===== src/hdl/b2da_pkg.sv =====
`default_nettype none

package b2da_pkg;

  // Width of the binary input value.
  localparam int BIN_W = 32;

  // Decimal digits a 32-bit value can have.
  localparam int BCD_MAX = 10;

  // Character field width and its byte-padded bus width.
  localparam int CHAR_W = 6;
  localparam int OUT_DATA_W = 8;

  // ASCII code of the digit zero, masked to the character width.
  localparam logic [CHAR_W-1:0] ASCII_ZERO = 6'd48;

  // Shift count at which the last conversion step runs.
  localparam logic [4:0] LAST_SHIFT = 5'(BIN_W - 1);

  typedef enum logic [1:0] {
    ST_IDLE,
    ST_SHIFT,
    ST_SKIP,
    ST_EMIT
  } state_t;

  // Commands from the controller to the datapath.
  typedef struct packed {
    logic load;
    logic shift;
    logic dec_idx;
  } cmd_t;

  // Status from the datapath to the controller.
  typedef struct packed {
    logic shift_done;
    logic digit_zero;
    logic idx_zero;
  } status_t;

endpackage

`default_nettype wire


===== src/hdl/b2da_ctrl.sv =====
`default_nettype none

module b2da_ctrl
  import b2da_pkg::*;
(
  input  wire     clk,
  input  wire     rst,
  input  wire     s_tvalid,
  output logic    s_tready,
  output logic    m_tvalid,
  input  wire     m_tready,
  output cmd_t    cmd,
  input  status_t status
);

  state_t state;
  state_t state_next;

  // State register.
  always_ff @(posedge clk) begin
    if (rst) begin
      state <= ST_IDLE;
    end else begin
      state <= state_next;
    end
  end

  // Next state and commands.
  always_comb begin
    state_next  = state;
    cmd         = '0;
    s_tready    = 1'b0;
    m_tvalid    = 1'b0;
    case (state)
      ST_IDLE: begin
        s_tready = 1'b1;
        if (s_tvalid) begin
          cmd.load   = 1'b1;
          state_next = ST_SHIFT;
        end
      end
      ST_SHIFT: begin
        cmd.shift = 1'b1;
        if (status.shift_done) begin
          state_next = ST_SKIP;
        end
      end
      ST_SKIP: begin
        // Step past leading zeros; the lowest digit is always sent.
        if (status.digit_zero && !status.idx_zero) begin
          cmd.dec_idx = 1'b1;
        end else begin
          state_next = ST_EMIT;
        end
      end
      ST_EMIT: begin
        m_tvalid = 1'b1;
        if (m_tready) begin
          if (status.idx_zero) begin
            state_next = ST_IDLE;
          end else begin
            cmd.dec_idx = 1'b1;
          end
        end
      end
      default: begin
        state_next = ST_IDLE;
      end
    endcase
  end

endmodule

`default_nettype wire


===== src/hdl/b2da_dp.sv =====
`default_nettype none

module b2da_dp
  import b2da_pkg::*;
#(
  parameter int NDIG = 10
) (
  input  wire                   clk,
  input  wire                   rst,
  input  wire  [BIN_W-1:0]      value,
  input  wire                   to_lcd,
  input  cmd_t                  cmd,
  output status_t               status,
  output logic [CHAR_W-1:0]     ascii_char,
  output logic                  dest_lcd,
  output logic                  last
);

  localparam int BCD_W = 4 * NDIG;
  localparam int IDX_W = (NDIG > 1) ? $clog2(NDIG) : 1;
  localparam logic [IDX_W-1:0] IDX_TOP = IDX_W'(NDIG - 1);

  logic [BIN_W-1:0] bin;
  logic [BCD_W-1:0] bcd;
  logic [BCD_W-1:0] bcd_adj;
  logic [4:0]       cnt;
  logic [IDX_W-1:0] idx;
  logic             dest;
  logic [3:0]       digit;

  // Add three to every digit of five or more before the doubling shift.
  always_comb begin
    for (int i = 0; i < NDIG; i++) begin
      if (bcd[4*i +: 4] >= 4'd5) begin
        bcd_adj[4*i +: 4] = bcd[4*i +: 4] + 4'd3;
      end else begin
        bcd_adj[4*i +: 4] = bcd[4*i +: 4];
      end
    end
  end

  // Shift counter and digit pointer.
  always_ff @(posedge clk) begin
    if (rst) begin
      cnt <= '0;
      idx <= '0;
    end else if (cmd.load) begin
      cnt <= '0;
      idx <= IDX_TOP;
    end else begin
      if (cmd.shift) begin
        cnt <= cnt + 5'd1;
      end
      if (cmd.dec_idx) begin
        idx <= idx - IDX_W'(1);
      end
    end
  end

  // Conversion registers. Carries out of the top digit drop, which keeps
  // the value modulo ten to the number of digit positions.
  always_ff @(posedge clk) begin
    if (cmd.load) begin
      bin  <= value;
      bcd  <= '0;
      dest <= to_lcd;
    end else if (cmd.shift) begin
      bin <= {bin[BIN_W-2:0], 1'b0};
      bcd <= {bcd_adj[BCD_W-2:0], bin[BIN_W-1]};
    end
  end

  assign digit = bcd[idx*4 +: 4];

  // Status back to the controller.
  assign status.shift_done = (cnt == LAST_SHIFT);
  assign status.digit_zero = (digit == 4'd0);
  assign status.idx_zero   = (idx == '0);

  // Character fields of the current digit.
  assign ascii_char = ASCII_ZERO + CHAR_W'(digit);
  assign dest_lcd   = dest;
  assign last       = (idx == '0);

endmodule

`default_nettype wire


===== src/hdl/binary_to_decimal_ascii.sv =====
// Operation: an accepted value is converted by the bit-serial shift-add-3 loop,
// then leading zeros are skipped one digit per cycle, and the remaining digits
// are sent as characters. A new value is accepted only after the last
// character of the previous value has been taken.
// Reset: synchronous, active high; returns the controller to idle.
`default_nettype none

module binary_to_decimal_ascii
  import b2da_pkg::*;
#(
  parameter int MAX_DIGITS = 10
) (
  input  wire                   clk,
  input  wire                   rst,
  input  wire                   s_tvalid,
  output logic                  s_tready,
  input  wire  [BIN_W-1:0]      s_tdata,  // [31:0] value
  input  wire                   s_tuser,  // [0] to_lcd
  output logic                  m_tvalid,
  input  wire                   m_tready,
  output logic [OUT_DATA_W-1:0] m_tdata,  // [5:0] ascii_char, [7:6] zero
  output logic                  m_tuser,  // [0] dest_lcd
  output logic                  m_tlast
);

  // Positions beyond ten always hold zero for a 32-bit value.
  localparam int NDIG = (MAX_DIGITS < BCD_MAX) ? MAX_DIGITS : BCD_MAX;

  cmd_t              cmd;
  status_t           status;
  logic [CHAR_W-1:0] ascii_char;

  // Controller.
  b2da_ctrl u_ctrl (
    .clk      (clk),
    .rst      (rst),
    .s_tvalid (s_tvalid),
    .s_tready (s_tready),
    .m_tvalid (m_tvalid),
    .m_tready (m_tready),
    .cmd      (cmd),
    .status   (status)
  );

  // Datapath.
  b2da_dp #(
    .NDIG (NDIG)
  ) u_dp (
    .clk        (clk),
    .rst        (rst),
    .value      (s_tdata),
    .to_lcd     (s_tuser),
    .cmd        (cmd),
    .status     (status),
    .ascii_char (ascii_char),
    .dest_lcd   (m_tuser),
    .last       (m_tlast)
  );

  // Pad the character to a whole byte.
  assign m_tdata = {(OUT_DATA_W - CHAR_W)'(0), ascii_char};

endmodule

`default_nettype wire

===== config.mk =====
export PLATFORM = sky130hd
export DESIGN_NAME = binary_to_decimal_ascii
export DESIGN_NICKNAME = d
export VERILOG_FILES = /design/src/hdl/b2da_pkg.sv /design/src/hdl/b2da_ctrl.sv /design/src/hdl/b2da_dp.sv /design/src/hdl/binary_to_decimal_ascii.sv
export SDC_FILE = /design/constraint.sdc
export NUM_CORES = 1
export LEC_CHECK = 0
export ABC_AREA = 1
export BUFFER_PORTS_ARGS = -buffer_cell sky130_fd_sc_hd__buf_4
export CORE_MARGIN = 5
export CORE_UTILIZATION = 47
export CTS_CLUSTER_SIZE = 24
export DETAILED_ROUTE_END_ITERATION = 8
export PLACE_DENSITY = 0.69
export SYNTH_ARGS = -nofsm -noshare
export SYNTH_HDL_FRONTEND = slang
export SYNTH_SLANG_ARGS = --single-unit
export TNS_END_PERCENT = 50

===== constraint.sdc =====
create_clock -name clk -period 2.5 [get_ports clk]
set_input_delay 0.5 -clock clk [delete_from_list [all_inputs] [get_ports clk]]
set_output_delay 0.5 -clock clk [all_outputs]
set_load 0.01 [all_outputs]

# Word-level counts from Yosys, hierarchy flattened
# Cells that the tools add are included.
# totals
inputBits	37
reg_bits	84
# classes
muxes	29
shifts	1
n_eq_ne	9
n_reduce_logical	9
n_lt_le_gt_ge	10
n_addsub	13
# ops
operator	n
2-to-1 mux 32 bit	2
2-to-1 mux 4 bit	11
greater-or-equal comparator 4 x 3 -> 1 bit (second input constant)	10
variable part select 40 x 7 -> 4 bit	1
adder 4 x 2 -> 4 bit (second input constant)	9
2-to-1 mux 2 bit	5
!= test 2 bit (second input constant)	5
zero test 4 bit	2
2-to-1 mux 1 bit	8
one-hot mux 2 bit (4 select lines)	1
adder 5 x 5 -> 6 bit (first input constant)	1
adder 5 x 1 -> 5 bit (second input constant)	1
equality test 5 bit (second input constant)	1
AND reduction 5 bit	1
equality test 2 bit (second input constant)	2
nonzero test 2 bit	2
subtractor 4 x 1 -> 4 bit (second input constant)	1
adder 3 x 2 -> 3 bit (second input constant)	1
2-to-1 mux 3 bit	1
equality test 2 x 1 -> 1 bit (second input constant)	1
zero test 2 bit	1
one-hot mux 1 bit (2 select lines)	1
OR reduction 2 bit	1
logical AND 1 bit	1
zero test 1 bit	1

# Logic depth before layout (Yosys ltp)
# depth
depth_word	7
ltp_mapped	14
ltp_nobuf	13

# Modules after synthesis
# From an unflattened synthesis, not the netlist that was laid out.
# hier_totals
cells_unflattened	631
hier_area_um2	4675.7
# modules_own_cells
module	instances	area_per_inst_um2	seq_area_each_um2	cells_per_inst
b2da_dp	1	4430.5	1971.9	592
b2da_ctrl	1	226.5	40.0	36
binary_to_decimal_ascii	1	18.8	0.0	3

# Worst setup path before layout
# No wires, ideal clock.
# synth_path
path_type	reg2reg
startpoint	reg u_ctrl.state[1]
endpoint	reg u_dp.bin[0], enable pin
setup_ns	0.409
slack_ns	0.014
period_less_slack_ns	2.486
arrival_ns	2.077
path_stages_with_launch	7
n_path_buf	2
path_cell_list	dfxtp_1 > inv_1 > ha_1 > buf_2 > clkinv_1 > nand2_1 > clkbuf_1
# synth_via
elab_chain_cells	3
elab_cells_between_ends	5
classes_between	eq/ne: 1; mux: 2; reduce/logical: 2
# synth_lines
item	line	text
start: declaration	b2da_ctrl.sv:16	state_t state;
start signal: assignment	b2da_ctrl.sv:24	state <= state_next;
equality test 2 x 1 -> 1 bit / zero test 2 bit (equally long branches)	b2da_ctrl.sv:34	case (state)
2-to-1 mux 1 bit	b2da_ctrl.sv:34	
nonzero test 2 bit (no line) *	-	
end signal: assignment	b2da_dp.sv:64	bin <= value;
end signal: assignment	b2da_dp.sv:68	bin <= {bin[BIN_W-2:0], 1'b0};
end: declaration	b2da_dp.sv:23	logic [BIN_W-1:0] bin;
# Mark *: on every way between the ends. The rest lies on a longest branch, timed or not.
# A chain may end at the register's enable or synchronous reset.

# Worst setup path after layout
# layout_path
startpoint	reg u_dp.idx[0]
endpoint	out m_tdata[3]
# layout_via
elab_chain_cells	2
# layout_lines
item	line	text
start: declaration	b2da_dp.sv:27	logic [IDX_W-1:0] idx;
start signal: assignment	b2da_dp.sv:55	idx <= idx - IDX_W'(1);
variable part select 40 x 7 -> 4 bit	b2da_dp.sv:73	assign digit = bcd[idx*4 +: 4];
adder 5 x 5 -> 6 bit	b2da_dp.sv:81	assign ascii_char = ASCII_ZERO + CHAR_W'(digit);
end: declaration	binary_to_decimal_ascii.sv:21	output logic [OUT_DATA_W-1:0] m_tdata,
# Every way passes these cells.

==> impl_metrics.csv <==
group,metric,value,unit
clock_tree,clock_latency,0.36,ns
finish,layout-area-overhead-vs-synth,14.7,%
routing,wl_per_cell,13.4,um
power,p_total,5.01,mW
sta,finalSetupViolCount,0,
sta,finClkSkew,0.0106,ns
synth,yosysTopAreaCellShare,22.2,%
finish,diodes,0,
run_status,status,"finished, final reports clean",
sta,slew_viol_final,0,
synth,synth_seq_cells,84,
routing,route.detailed.drc,0,
clock_tree,post_cts_resized,0,
synth,ys_async_sr_fraction,0,%
die,start_util,47.6,%
critical_path,crit_top_cell,"buf_4",
synth,synth_warnings,0,
clock_tree,cts_made_buffers,9,
clock_tree,clock_path_buffers,2,
critical_path,required,2.00,ns
clock_tree,clk_pin_slew,0.09,ns
critical_path,critPathArrivalTime,1.72,ns
critical_path,max_stage_delay,0.38,ns
synth,synthCells,590,
sta,fmax,0.450,GHz
routing,drt-vias-per-instance,5.18,
die,die_x,109,um
global_route,grt_max_degree,41,
sta,finalSetupTns,0,ns
synth,synth-edff-count,33,
critical_path,worst_path_max_delay_cell,"dfxtp_1",
routing,drtIter0Drc,245,
die,dieHeight,109,um
sta,worst_slack,0.279,ns
die,core_area,9640,um^2
critical_path,worst-path-max-fanout,21,
sta,hold_ws,0.304,ns
clock_tree,clkSinkCount,84,
die,rows,36,
synth,yosys-top-cells-area,"dfxtp_1 22%, edfxtp_1 22%, nand2_1 14%, ha_1 7.4%, inv_1 5.2%",
placed_design,io_buffers,44,
placed_design,pre_cts_ws,0.496,ns
clock_tree,cts_tree,"yes",
placed_design,place.gp.congestion,0.872,
finish,final_area,5270,um^2
synth,netlist_area,4590,um^2
clock_tree,cts-htree-levels,3,
placed_design,dp_hpwl,7.42,mm
sta,rsz0062_at_grt,"no",
routing,antenna_left,0,
synth,synthFlopType,"dfxtp_1",
die,die-area,11800,um^2
critical_path,path_cells,"buf_4 -> nand2_1 -> nand3_1 -> o21ai_1 -> and2_1 -> nor2_2 -> inv_1 -> buf_4",
power,power.density,951,nW/um^2
synth,syn_avg_cell_area,7.78,um^2
clock_tree,hold_buffers,0,
synth,synth_area_leader_cell,"dfxtp_1",
finish,drive_gt1_share,15.0,%
global_route,antenna_found_initial,0,
clock_tree,clock-root-buffer,"clkbuf_8",
hold_path,hold_class,"in -> reg",
global_route,grt_usage,18.6,%
routing,finalWirelength,10.3,mm
routing,drt-pass1-iter-count,5,
routing,vias,3975,
power,leakage,2.43,nW
run,cap_viol_max_count,0,
critical_path,cp-start-kind,"flip-flop",
global_route,grt_overflow,0,
critical_path,cp-end-kind,"primary output",
global_route,first_global_vias,3918,
placed_design,placed_cell_area,5040,um^2
sta,hold_viol,0,
finish,nNetsFinal,694,
clock_tree,post_cts_buffers,0,
synth,yosysSeqAreaShare,43.8,%
power,ir_drop,0.699,mV
critical_path,critPathKind,"reg -> out",
synth,yosysUniqueCellTypes,34,
sta,timing.final.crit_share,88.8,%
sta,period_minus_slack,2.22,ns
global_route,grt_pass1_wl,17.6,mm
die,boundaryPins,49,
## state kept, by name (all words and copies together), names as in the netlist
name,count
u_dp.idx,4
u_dp.bin,32
u_dp.bcd,40
u_ctrl.state,2
u_dp.dest_lcd,1
u_dp.cnt,5
## worst max-delay path, delay by kind of cell, from the launching register on
kind | cells | cell delay, ns
simple gates | 4 | 0.47
flops | 1 | 0.38
buf+inv | 3 | 0.46
compound gates | 1 | 0.06
## synthesized netlist by cell type (all sizes together) (9+ instances only)
library cell  instances
nor2                 30
nand2               174
buf                  12
nand3                37
or2                   9
dfxtp                51
o22ai                20
clkbuf               14
a21oi                28
ha                   27
o31ai                 9
inv                  68
o21ai                52
edfxtp               33
## area by class of cell
class	count	area, um^2
clock inverter	7	97.6
timing repair buffer	53	410
tap	133	166
clock buffer	9	124
sequential	84	2010
inverter	69	259
fill	927	4370
multi-input combinational	413	2190
## layer usage
metal | part of all wire (%) | track usage [%]
met3 | 4.9 | 3.55
met2 | 48 | 31.1
met4 | 1.1 | 5.77
met5 | 0 | 0
met1 | 46 | 24.3
## power by group
part	switching (mW)	leakage, nW	internal, mW
clock	0.517	0.106	0.568
sequential	0.138	0.737	1.91
combinational	1.23	1.59	0.645
## worst paths after layout
path / start / end / slack [ns] / cells past startpoint
max: u_dp.idx[0]$_SDFFE_PP0P_ / m_tdata[3] / 0.28 / 8
min: rst / u_dp.idx[3]$_SDFFE_PP0P_ / 0.30 / 2
max reg2reg: u_ctrl.state[0]$_SDFFE_PP0P_ / u_dp.bcd[36]$_SDFFE_PP0P_ / 0.66 / 8
min reg2reg: u_dp.cnt[4]$_SDFFE_PP0P_ / u_dp.cnt[4]$_SDFFE_PP0P_ / 0.47 / 2
## stage by stage
stage | util [%] | instances
after floorplan | - | 592
after global placement | 52.3 | 752
after detailed placement | 52.3 | 752
after CTS | 54.6 | 768
after global routing | 54.6 | 768
final | 54.6 | 768
## logic make-up after synthesis
group                    after synthesis  synth area share [%]
AND/OR/NAND/NOR                      258                  24.3
AO/OA/AOI/OAI                        113                  13.7
buffers and inverters                 95                  8.61
flip-flops                            84                  43.8
adder cells (fa/ha/maj)               27                  7.36
XOR/XNOR                              11                  2.10
other                                  2                 0.164
## cell usage in the layout (no fill, tap or decap), types with 2 or more instances in the layout
master / count
nand2_1: 171
inv_1: 64
buf_4: 52
dfxtp_1: 50
o21ai_0: 47
nand3_1: 33
edfxtp_1: 33
a21oi_1: 28
ha_1: 27
nor2_1: 26
o22ai_1: 20
or2_2: 9
o31ai_1: 9
clkbuf_8: 9
xor2_1: 8
o21ai_1: 5
inv_2: 4
o32ai_1: 4
conb_1: 4
nand3_2: 3
nor2_2: 3
xnor2_1: 3
nand4_1: 3
nand2_2: 2
nor3_1: 2
clkinvlp_4: 2
inv_6: 2
bufinv_16: 2
Power figures use the tool's default switching activity.
